`src/sv/mmpq_pkg.sv`:
```
// Shared types and constants for the min/max priority queue.
package mmpq_pkg;

  localparam int DEPTH  = 16;
  localparam int ADDR_W = $clog2(DEPTH);
  localparam int OCC_W  = 5;
  localparam int DATA_W = 32;

  localparam logic [OCC_W-1:0] DEPTH_CNT = OCC_W'(DEPTH);

  localparam logic OP_ENQUEUE = 1'b0;
  localparam logic OP_DEQUEUE = 1'b1;

  localparam logic CFG_ORDER_MODE = 1'b0;
  localparam logic CFG_CAPACITY   = 1'b1;

  typedef enum logic [1:0] {
    STATUS_OK    = 2'd0,
    STATUS_FULL  = 2'd1,
    STATUS_EMPTY = 2'd2
  } status_t;

  typedef struct packed {
    logic               opcode;
    logic signed [31:0] item_value;
  } in_req_t;

  typedef struct packed {
    logic signed [31:0] out_value;
    status_t            status;
    logic [OCC_W-1:0]   occupancy_now;
  } out_rsp_t;

  typedef struct packed {
    logic             order_mode;
    logic [OCC_W-1:0] capacity_limit;
  } cfg_t;

  typedef struct packed {
    logic              rd_en;
    logic [ADDR_W-1:0] rd_addr;
    logic              wr_en;
    logic [ADDR_W-1:0] wr_addr;
    logic [DATA_W-1:0] wr_data;
  } mem_req_t;

endpackage

```
`src/sv/mmpq_ram.sv`:
```
// Single-port-write, single-port-read entry memory with registered read data.
module mmpq_ram #(
  parameter int WIDTH  = 32,
  parameter int DEPTH  = 16,
  parameter int ADDR_W = $clog2(DEPTH)
) (
  input  logic              clk,
  input  logic              rd_en,
  input  logic [ADDR_W-1:0] rd_addr,
  output logic [WIDTH-1:0]  rd_data,
  input  logic              wr_en,
  input  logic [ADDR_W-1:0] wr_addr,
  input  logic [WIDTH-1:0]  wr_data
);

  logic [WIDTH-1:0] mem [DEPTH];
  logic [WIDTH-1:0] rd_data_r;

  always_ff @(posedge clk) begin
    if (wr_en) begin
      mem[wr_addr] <= wr_data;
    end
    if (rd_en) begin
      rd_data_r <= mem[rd_addr];
    end
  end

  assign rd_data = rd_data_r;

endmodule

```
`src/sv/mmpq_ctrl.sv`:
```
// Sequencer that appends, scans for the best entry and compacts the entry memory.
module mmpq_ctrl (
  input  logic                          clk,
  input  logic                          rst_n,
  input  logic                          start,
  input  mmpq_pkg::in_req_t             in_req,
  input  mmpq_pkg::cfg_t                cfg,
  input  logic [mmpq_pkg::DATA_W-1:0]   mem_rdata,
  output mmpq_pkg::mem_req_t            mem_req,
  output logic                          busy,
  output logic                          out_valid,
  output mmpq_pkg::out_rsp_t            out_rsp
);

  typedef enum logic [1:0] {
    ST_IDLE,
    ST_SCAN,
    ST_COMPACT
  } state_t;

  state_t                           state_r, state_nxt;
  logic [mmpq_pkg::OCC_W-1:0]       occ_r, occ_nxt;
  logic [mmpq_pkg::OCC_W-1:0]       rd_ptr_r, rd_ptr_nxt;
  logic                             rd_vld_r, rd_vld_nxt;
  logic [mmpq_pkg::ADDR_W-1:0]      rd_tag_r, rd_tag_nxt;
  logic [mmpq_pkg::DATA_W-1:0]      best_r, best_nxt;
  logic [mmpq_pkg::ADDR_W-1:0]      pick_r, pick_nxt;
  logic                             out_valid_r, out_valid_nxt;
  mmpq_pkg::out_rsp_t               out_rsp_r, out_rsp_nxt;

  logic [mmpq_pkg::OCC_W-1:0]       limit;
  logic [mmpq_pkg::OCC_W-1:0]       occ_last;
  logic                             better;
  logic [mmpq_pkg::ADDR_W-1:0]      sel_pick;
  logic [mmpq_pkg::DATA_W-1:0]      sel_best;

  always_comb begin
    limit = (cfg.capacity_limit < mmpq_pkg::DEPTH_CNT) ? cfg.capacity_limit
                                                       : mmpq_pkg::DEPTH_CNT;
    occ_last = occ_r - 1'b1;
    if (rd_tag_r == '0) begin
      better = 1'b1;
    end else if (cfg.order_mode) begin
      better = $signed(mem_rdata) > $signed(best_r);
    end else begin
      better = $signed(mem_rdata) < $signed(best_r);
    end
    sel_pick = better ? rd_tag_r : pick_r;
    sel_best = better ? mem_rdata : best_r;
  end

  always_comb begin
    state_nxt     = state_r;
    occ_nxt       = occ_r;
    rd_ptr_nxt    = rd_ptr_r;
    rd_vld_nxt    = 1'b0;
    rd_tag_nxt    = rd_tag_r;
    best_nxt      = best_r;
    pick_nxt      = pick_r;
    out_valid_nxt = 1'b0;
    out_rsp_nxt   = out_rsp_r;
    mem_req       = '0;

    case (state_r)
      ST_IDLE: begin
        if (start) begin
          if (in_req.opcode == mmpq_pkg::OP_ENQUEUE) begin
            out_valid_nxt         = 1'b1;
            out_rsp_nxt.out_value = '0;
            if (occ_r >= limit) begin
              out_rsp_nxt.status        = mmpq_pkg::STATUS_FULL;
              out_rsp_nxt.occupancy_now = occ_r;
            end else begin
              mem_req.wr_en             = 1'b1;
              mem_req.wr_addr           = occ_r[mmpq_pkg::ADDR_W-1:0];
              mem_req.wr_data           = in_req.item_value;
              occ_nxt                   = occ_r + 1'b1;
              out_rsp_nxt.status        = mmpq_pkg::STATUS_OK;
              out_rsp_nxt.occupancy_now = occ_r + 1'b1;
            end
          end else if (occ_r == '0) begin
            out_valid_nxt             = 1'b1;
            out_rsp_nxt.out_value     = -32'sd1;
            out_rsp_nxt.status        = mmpq_pkg::STATUS_EMPTY;
            out_rsp_nxt.occupancy_now = '0;
          end else begin
            state_nxt  = ST_SCAN;
            rd_ptr_nxt = '0;
          end
        end
      end

      ST_SCAN: begin
        if (rd_ptr_r < occ_r) begin
          mem_req.rd_en   = 1'b1;
          mem_req.rd_addr = rd_ptr_r[mmpq_pkg::ADDR_W-1:0];
          rd_vld_nxt      = 1'b1;
          rd_tag_nxt      = rd_ptr_r[mmpq_pkg::ADDR_W-1:0];
          rd_ptr_nxt      = rd_ptr_r + 1'b1;
        end
        if (rd_vld_r) begin
          pick_nxt = sel_pick;
          best_nxt = sel_best;
          if ({1'b0, rd_tag_r} == occ_last) begin
            state_nxt  = ST_COMPACT;
            rd_ptr_nxt = {1'b0, sel_pick} + 1'b1;
          end
        end
      end

      ST_COMPACT: begin
        if (rd_ptr_r < occ_r) begin
          mem_req.rd_en   = 1'b1;
          mem_req.rd_addr = rd_ptr_r[mmpq_pkg::ADDR_W-1:0];
          rd_vld_nxt      = 1'b1;
          rd_tag_nxt      = rd_ptr_r[mmpq_pkg::ADDR_W-1:0];
          rd_ptr_nxt      = rd_ptr_r + 1'b1;
        end
        if (rd_vld_r) begin
          mem_req.wr_en   = 1'b1;
          mem_req.wr_addr = rd_tag_r - 1'b1;
          mem_req.wr_data = mem_rdata;
        end
        if (rd_ptr_r >= occ_r && !rd_vld_r) begin
          state_nxt                 = ST_IDLE;
          occ_nxt                   = occ_last;
          out_valid_nxt             = 1'b1;
          out_rsp_nxt.out_value     = best_r;
          out_rsp_nxt.status        = mmpq_pkg::STATUS_OK;
          out_rsp_nxt.occupancy_now = occ_last;
        end
      end

      default: begin
        state_nxt = ST_IDLE;
      end
    endcase
  end

  always_ff @(posedge clk) begin
    if (!rst_n) begin
      state_r     <= ST_IDLE;
      occ_r       <= '0;
      rd_ptr_r    <= '0;
      rd_vld_r    <= 1'b0;
      out_valid_r <= 1'b0;
    end else begin
      state_r     <= state_nxt;
      occ_r       <= occ_nxt;
      rd_ptr_r    <= rd_ptr_nxt;
      rd_vld_r    <= rd_vld_nxt;
      out_valid_r <= out_valid_nxt;
    end
    rd_tag_r  <= rd_tag_nxt;
    best_r    <= best_nxt;
    pick_r    <= pick_nxt;
    out_rsp_r <= out_rsp_nxt;
  end

  assign busy      = (state_r != ST_IDLE);
  assign out_valid = out_valid_r;
  assign out_rsp   = out_rsp_r;

endmodule

```
`src/sv/min_max_priority_queue_top.sv`:
```
// Top level of the min/max priority queue: configuration registers, memory and sequencer.
//
// A request is taken when start is high and busy is low; each request gives exactly one
// result, shown on out_rsp for one cycle with out_valid high, and the receiver must take
// it then. An enqueue, accepted or refused, never raises busy and its result appears on
// the next cycle, so enqueues can be issued every cycle. A dequeue on an empty queue
// behaves the same way. A dequeue on a non-empty queue holds busy high while it scans for
// the best entry and moves the later entries down, and its result appears in the first
// cycle with busy low. How long it stays busy depends on the occupancy and on where the
// served entry sits; it is set by the single read port of the entry memory, which reads
// one entry per cycle to find the best entry and again to move the later entries down.
// Configuration writes must be made while no request is outstanding.
module min_max_priority_queue_top (
  input  logic                           clk,
  input  logic                           rst_n,
  input  logic                           start,
  output logic                           busy,
  input  mmpq_pkg::in_req_t              in_req,
  output logic                           out_valid,
  output mmpq_pkg::out_rsp_t             out_rsp,
  input  logic                           cfg_we,
  input  logic                           cfg_index,
  input  logic [mmpq_pkg::OCC_W-1:0]     cfg_wdata
);

  mmpq_pkg::cfg_t                  cfg_r;
  mmpq_pkg::mem_req_t              mem_req;
  logic [mmpq_pkg::DATA_W-1:0]     mem_rdata;

  always_ff @(posedge clk) begin
    if (!rst_n) begin
      cfg_r.order_mode     <= 1'b0;
      cfg_r.capacity_limit <= mmpq_pkg::DEPTH_CNT;
    end else if (cfg_we) begin
      case (cfg_index)
        mmpq_pkg::CFG_ORDER_MODE: cfg_r.order_mode     <= cfg_wdata[0];
        mmpq_pkg::CFG_CAPACITY:   cfg_r.capacity_limit <= cfg_wdata;
        default: begin
        end
      endcase
    end
  end

  mmpq_ram #(
    .WIDTH (mmpq_pkg::DATA_W),
    .DEPTH (mmpq_pkg::DEPTH)
  ) u_ram (
    .clk     (clk),
    .rd_en   (mem_req.rd_en),
    .rd_addr (mem_req.rd_addr),
    .rd_data (mem_rdata),
    .wr_en   (mem_req.wr_en),
    .wr_addr (mem_req.wr_addr),
    .wr_data (mem_req.wr_data)
  );

  mmpq_ctrl u_ctrl (
    .clk       (clk),
    .rst_n     (rst_n),
    .start     (start),
    .in_req    (in_req),
    .cfg       (cfg_r),
    .mem_rdata (mem_rdata),
    .mem_req   (mem_req),
    .busy      (busy),
    .out_valid (out_valid),
    .out_rsp   (out_rsp)
  );

  a_result_when_idle: assert property (@(posedge clk) disable iff (!rst_n)
    out_valid |-> !busy)
    else $error("result shown while a dequeue is still running");

  a_enqueue_one_cycle: assert property (@(posedge clk) disable iff (!rst_n)
    (start && !busy && in_req.opcode == mmpq_pkg::OP_ENQUEUE) |=> (out_valid && !busy))
    else $error("enqueue did not complete in one cycle");

  a_dequeue_progress: assert property (@(posedge clk) disable iff (!rst_n)
    (start && !busy && in_req.opcode == mmpq_pkg::OP_DEQUEUE) |=> (busy || out_valid))
    else $error("dequeue request was lost");

  a_empty_means_zero: assert property (@(posedge clk) disable iff (!rst_n)
    (out_valid && out_rsp.status == mmpq_pkg::STATUS_EMPTY) |-> (out_rsp.occupancy_now == '0))
    else $error("empty status with entries held");

endmodule

```
`config.mk`:
```
export PLATFORM = sky130hd
export DESIGN_NAME = min_max_priority_queue_top
export DESIGN_NICKNAME = d
export VERILOG_FILES = /design/src/sv/mmpq_pkg.sv /design/src/sv/mmpq_ram.sv /design/src/sv/mmpq_ctrl.sv /design/src/sv/min_max_priority_queue_top.sv
export SDC_FILE = /design/constraint.sdc
export NUM_CORES = 1
export LEC_CHECK = 0
export BUFFER_PORTS_ARGS = -buffer_cell sky130_fd_sc_hd__buf_2
export CORE_MARGIN = 4
export CORE_UTILIZATION = 56
export DETAILED_ROUTE_END_ITERATION = 8
export GPL_TIMING_DRIVEN = 0
export PLACE_DENSITY = 0.85
export SLEW_MARGIN = 10
export SYNTH_ARGS = -nofsm -noshare
export SYNTH_HDL_FRONTEND = slang
export SYNTH_SLANG_ARGS = --single-unit
```
`constraint.sdc`:
```
create_clock -name clk -period 4.9 [get_ports clk]
set_input_delay 1.47 -clock clk [delete_from_list [all_inputs] [get_ports clk]]
set_output_delay 1.47 -clock clk [all_outputs]
set_load 0.005 [all_outputs]
```
## Yosys cells after proc, flatten, opt, wreduce, memory -nomap -nowiden

Memory sizes are Yosys's and may differ from the RTL's. A register that Yosys moved wholly into a read port is not among the register bits.
Index checks and enable logic that the tools add are counted.

| word-level totals | value |
|---|---|
| output and inout bits | 41 |
| RAM bits | 512 |
| register bits | 99 |
| memories | 1 |

| cells by class | value |
|---|---|
| add/sub/neg operators | 5 |
| equality and inequality tests | 12 |
| mux-type cells | 44 |
| order comparisons | 6 |
| reduce and logical (&&, ||, !) cells | 19 |
| bitwise logic cells | 1 |

Memories:

| memory | depth | width | read ports | clocked after Yosys merged registers in | wr ports | line | RTL |
|---|---|---|---|---|---|---|---|
| u_ram.mem | 16 | 32 | 1 | 1 | 1 | mmpq_ram.sv:16 | `logic [WIDTH-1:0] mem [DEPTH];` |

Operators with widths:

| kind | count |
|---|---|
| $mux 39 | 4 |
| $mux 37 | 4 |
| $pmux 39 s2 | 1 |
| $pmux 37 s2 | 1 |
| $mux 5 | 13 |
| $gt 32x32->1 | 1 |
| $lt 32x32->1 | 1 |
| $pmux 5 s3 | 1 |
| $mux 2 | 6 |
| $add 5x1->5 const B | 2 |
| $ge 5x5->1 | 2 |
| $ne 2x2->1 const B | 5 |
| $pmux 5 s2 | 1 |
| $reduce_and 2->1 | 5 |
| $mux 1 | 9 |
| $reduce_and 4->1 | 2 |
| $mux 6 | 1 |
| $ne 2x1->1 const B | 3 |
| $pmux 2 s3 | 1 |
| $reduce_and 6->1 | 1 |
| $add 4x1->5 const B | 1 |
| $eq 4x5->1 | 1 |
| $logic_not 5->1 | 1 |
| $lt 5x5->1 | 1 |
| 18 further kinds | 19 |

## Logic depth before layout (Yosys ltp)

| logic depth | value |
|---|---|
| word-level depth | 9 |
| mapped depth | 16 |
| mapped depth without buffers | 13 |

## Modules after synthesis

A second synthesis with hierarchy kept.

| unflattened totals | value |
|---|---|
| cells, all modules | 1374 |
| area, all modules | 25812.3 um^2 |

By module, submodules not included:

| module | sequential area each (um^2) | instances | area an instance (um^2) | cells an instance |
|---|---|---|---|---|
| mmpq_ram | 16335.7 | 1 | 20155.6 | 838 |
| mmpq_ctrl | 2652.5 | 1 | 5424.0 | 510 |
| min_max_priority_queue_top | 120.1 | 1 | 232.7 | 26 |

## Worst setup path before layout

OpenSTA, ideal clock, no wires.

| path | value |
|---|---|
| path kind | reg2reg |
| start | register u_ctrl.occ_r[0] in the netlist's numbering |
| end | memory u_ram.mem[8][0] (enable) |
| buffers on the path | 1 |
| cell stages (with the launch flop) | 13 |
| data arrival time | 4205 ps |
| setup time | 421 ps |
| path slack | 274 ps |
| path through | dfxtp_1 -> inv_1 -> ha_1 -> nand2b_1 -> a21o_1 -> a21o_1 -> a21o_1 -> a21oi_1 -> and2_1 -> clkbuf_1 -> a21oi_1 -> or3_1 -> nor2_1 |

| on the way | value |
|---|---|
| cells in the longest elaborated chain, start to end | 7 |

Ends and longest elaborated chain:

| what | line | RTL |
|---|---|---|
| from (decl) | mmpq_ctrl.sv:22 | `logic [mmpq_pkg::OCC_W-1:0] occ_r, occ_nxt;` |
| from (signal assigned) | mmpq_ctrl.sv:149 | `occ_r <= occ_nxt;` |
| $ge 5x5->1 | mmpq_ctrl.sv:70 | `if (occ_r >= limit) begin` |
| $mux 37 * | mmpq_ctrl.sv:70 |  |
| $mux 37 * | mmpq_ctrl.sv:67 | `if (in_req.opcode == mmpq_pkg::OP_ENQUEUE) begin` |
| $mux 37 * | mmpq_ctrl.sv:66 | `if (start) begin` |
| $pmux 37 s2 * | mmpq_ctrl.sv:64 | `case (state_r)` |
| $mux 1 | mmpq_ram.sv:20 | `if (wr_en) begin` |
| $mux 1 (implied by the code) | mmpq_ram.sv:21 | `mem[wr_addr] <= wr_data;` |
| to (decl) | mmpq_ram.sv:16 |  |

Every way passes the cells marked *; elsewhere a longest branch is shown, timed or not.

## Final worst setup path

| path | value |
|---|---|
| start | register u_ctrl.occ_r[1] in the netlist's numbering |
| end | register u_ram.rd_data_r[0] (netlist: u_ram.rd_data[0]), read port of u_ram.mem (data pin) |

| on the way | value |
|---|---|
| cells in the longest elaborated chain, start to end | 3 |

Ends and longest elaborated chain:

| what | line | RTL |
|---|---|---|
| $lt 5x5->1 | mmpq_ctrl.sv:94, mmpq_ctrl.sv:112 |  |
| $mux 5 | mmpq_ctrl.sv:94, mmpq_ctrl.sv:112 |  |
| $mux 5 | -- |  |
| to (decl) | mmpq_ram.sv:17 | `logic [WIDTH-1:0] rd_data_r;` |

Every way passes these cells.
A chain may end at the register's enable or synchronous reset.

==> reports/metrics.cfg <==
[clocking]
root_buffer=clkbuf_16
cts.clk_slew.worst_paths_ns=0.06
clock_latency_ns=0.65
numClockSinks=643
tritoncts=yes
clockBufferDepth=3
cts_inserted_buffers=60
htree_levels=2
hold_buffers=0

[timing]
final.min_clock_period_ns=4.87
fin_crit_sh=0.994
setup_tns_ns=0
slew_viol_final=0
relSlewSlack=0.236
final-hold-violation-count=0
tightest_slew_ns=1.15
fin_worst_skew_ns=0.0388
fmax_ghz=0.205
timing.hold.ws_ns=0.481
setup_viol=0
rsz0062_at_grt=yes

[synthesis]
ys_types=60
seq_area_frac_synth=0.732
ys_warn_count=0
syn_nets=1547
synth_top_flop_cell=edfxtp_1
synthCells=1451
synth_async_sr_flop_share=0
synth_area_per_cell_sq_um=18.0
syn_area_sq_um=26100
synth_seq_cells=643
synth_edf_count=623

[run_status]
violations=DRC
outcome=finished with violations

[global_routing]
grt_usage=0.278
grt_overflow=0
grt_max_degree=30
antenna_found_initial=1
grt_pass1_vias=15601
grt_first_pass_wirelength_mm=102

[worst_setup_path]
cp_slowest_stage_delay_ns=0.71
regToRegSetupSlack_ns=0.03
timing.rr.end=u_ram.rd_data[0]$_DFFE_PP_
crit_chain=inv_1 -> ha_1 -> nor2b_1 -> o21a_1 -> o21a_1 -> o21ai_1 -> nand4_1 -> clkdlybuf4s15_1 -> clkbuf_1 -> clkbuf_1 -> mux4_2 -> nand2_1 -> a31oi_1
start_kind=flip-flop
worst-path-max-fanout=10
reg2reg_depth=13
path_class=flip-flop to flip-flop
required_ns=5.25
end_kind=flip-flop
slowest_stage=clkbuf_1
r2r-start=u_ctrl.occ_r[1]$_SDFFE_PN0P_
arrival_ns=5.22

[drt]
routedWlPerCell_um=30.5
drt-initial-drc-count=2263
vias=15498
dr.pass1.iters=9
drcViolationCount=2
drt_wl_total_mm=69.7
ant_nets=0
via_per_inst=6.79

[placement]
place.gp.congestion=0.882
placedCellCount=2153
io_buffer_count=83
hpwl_mm=41.2

[finish]
diodes=0
instances_no_fill=2283
areaGrowthSynthToFinish_pct=15.3
layout-drive-gt1-share=0.228
nNetsFinal=1727
fin_util=0.658

[power_and_ir_drop]
p_per_area_nw_per_um2=412
ir_drop_mv=0.300
power_leakage_nw=10.3
power_mw=12.4

[floorplanning]
die_h_um=224
io_pins=84
coreArea_sq_um=45800
initial_utilization=0.570
die_x_um=224
rows=78
die-area_sq_um=50100

[min_path]
holdPathEnd=cfg_r[3]$_SDFFE_PN0P_
min_path_cells=2
worstHoldStart=cfg_r[3]$_SDFFE_PN0P_
hp-class=flip-flop to flip-flop

[run]
maxCapViolCount=0

## repair_timing
item                       in CTS  in global routing
buffers inserted               12                  4
gates resized for setup        29                 33
setup endpoints to repair     194                310
pin swaps                       5                  2
hold endpoints to repair        0                  0
## routing by layer
metal  vias up  share of wire  GRT usage
li1       6188              -          -
met5         -        0.00016          0
met2      1375           0.48      0.442
met1      7657           0.33      0.357
met4         2          0.063      0.151
met3       276           0.13     0.0702
## area by class of cell
| class | count | area (sq um) |
|---|---|---|
| clock buffer | 72 | 1590 |
| inverter | 52 | 195 |
| clock inverter | 42 | 395 |
| sequential | 643 | 19100 |
| multi-input combinational | 682 | 6670 |
| timing repair buffer | 119 | 1060 |
| buffer | 73 | 328 |
| tap | 600 | 751 |
| fill | 2772 | 15700 |
## worst max-delay path by stage
stage	cells past startpoint	slack, ns	startpoint	to
floorplan	12	0.27	u_ctrl.occ_r[0]$_SDFFE_PN0P_	u_ram.mem[8][0]$_DFFE_PP_
global placement	12	-2.06	u_ctrl.occ_r[0]$_SDFFE_PN0P_	u_ram.mem[12][26]$_DFFE_PP_
detailed placement	16	-0.63	u_ctrl.occ_r[2]$_SDFFE_PN0P_	u_ram.rd_data[8]$_DFFE_PP_
CTS	16	0.006	u_ctrl.occ_r[2]$_SDFFE_PN0P_	u_ram.rd_data[31]$_DFFE_PP_
global route	15	-0.05	u_ctrl.occ_r[1]$_SDFFE_PN0P_	u_ram.rd_data[28]$_DFFE_PP_
finish	13	0.03	u_ctrl.occ_r[1]$_SDFFE_PN0P_	u_ram.rd_data[0]$_DFFE_PP_
## cells in the final DEF, fill, tap and decap left out, drive strengths merged, types with 11 or more instances in the layout
master	instances
a211oi	34
a21oi	21
a22o	31
a31oi	35
and2	48
buf	134
clkbuf	128
clkinv	32
dfxtp	20
edfxtp	623
ha	53
inv	54
mux4	128
nand2	110
nand3	17
nor2	38
o21ai	48
xnor2	11
## cells by family after synthesis
group                      synth area share
and+or+nand+nor                      0.0467
adders and majority gates            0.0254
buffers and inverters                0.0182
xor gates and xnor gates            0.00570
AOI/OAI and AO/OA                    0.0578
muxes                                 0.114
DFF                                   0.732
## synthesized netlist by cell type (all sizes together), types with 6 or more instances
| cell type | number | area [sq um] |
|---|---|---|
| a211oi | 34 | 255 |
| a21boi | 6 | 45.0 |
| a21o | 8 | 60.1 |
| a21oi | 21 | 105 |
| a22o | 31 | 272 |
| a31oi | 35 | 219 |
| and2 | 48 | 300 |
| buf | 22 | 85.1 |
| clkbuf | 52 | 195 |
| dfxtp | 20 | 400 |
| edfxtp | 623 | 18700 |
| ha | 53 | 663 |
| inv | 52 | 195 |
| mux2i | 7 | 82.6 |
| mux4 | 128 | 2880 |
| nand2 | 110 | 413 |
| nand3 | 17 | 85.1 |
| nand4 | 10 | 62.6 |
| nor2 | 38 | 145 |
| nor2b | 8 | 50.1 |
| o21ai | 48 | 240 |
| xnor2 | 11 | 96.3 |
| xor2 | 6 | 52.6 |
## critical path: cells and delay by family (launching register included)
kind,cells,cell delay [ns]
AOI/OAI and AO/OA,4,0.48
adders and majority gates,1,0.34
buffers and inverters,4,2.28
DFF,1,0.56
muxes,1,0.46
and+or+nand+nor,3,0.46
## flip-flops by register name (all words and copies together) (netlist names)
register / cells
u_ctrl.best_r: 32
cfg_r: 6
u_ctrl.pick_r: 4
u_ctrl.out_valid: 1
u_ctrl.rd_tag_r: 4
u_ram.rd_data: 32
u_ctrl.out_rsp: 39
u_ram.mem: 512
u_ctrl.state_r: 2
u_ctrl.occ_r: 5
u_ctrl.rd_ptr_r: 5
u_ctrl.rd_vld_r: 1
## through the flow
| step | instance area (sq um) | setup WS (ns) |
|---|---|---|
| 3_3_place_gp | 27300 | -2.06 |
| 6_report | 30100 | 0.0272 |
| 5_1_grt | 30100 | -0.0544 |
| 2_1_floorplan | 26100 | 0.274 |
| 3_5_place_dp | 27800 | -0.630 |
| 4_1_cts | 30000 | 0.00611 |
## where the power goes
part           internal [mW]  leakage (nW)  total, mW  switching (mW)
clock network           2.68         0.971       4.73            2.05
logic                  0.411          3.43       1.16           0.745
registers               6.39          5.92       6.52           0.123
No activity file was read; power rests on OpenSTA's default activity.
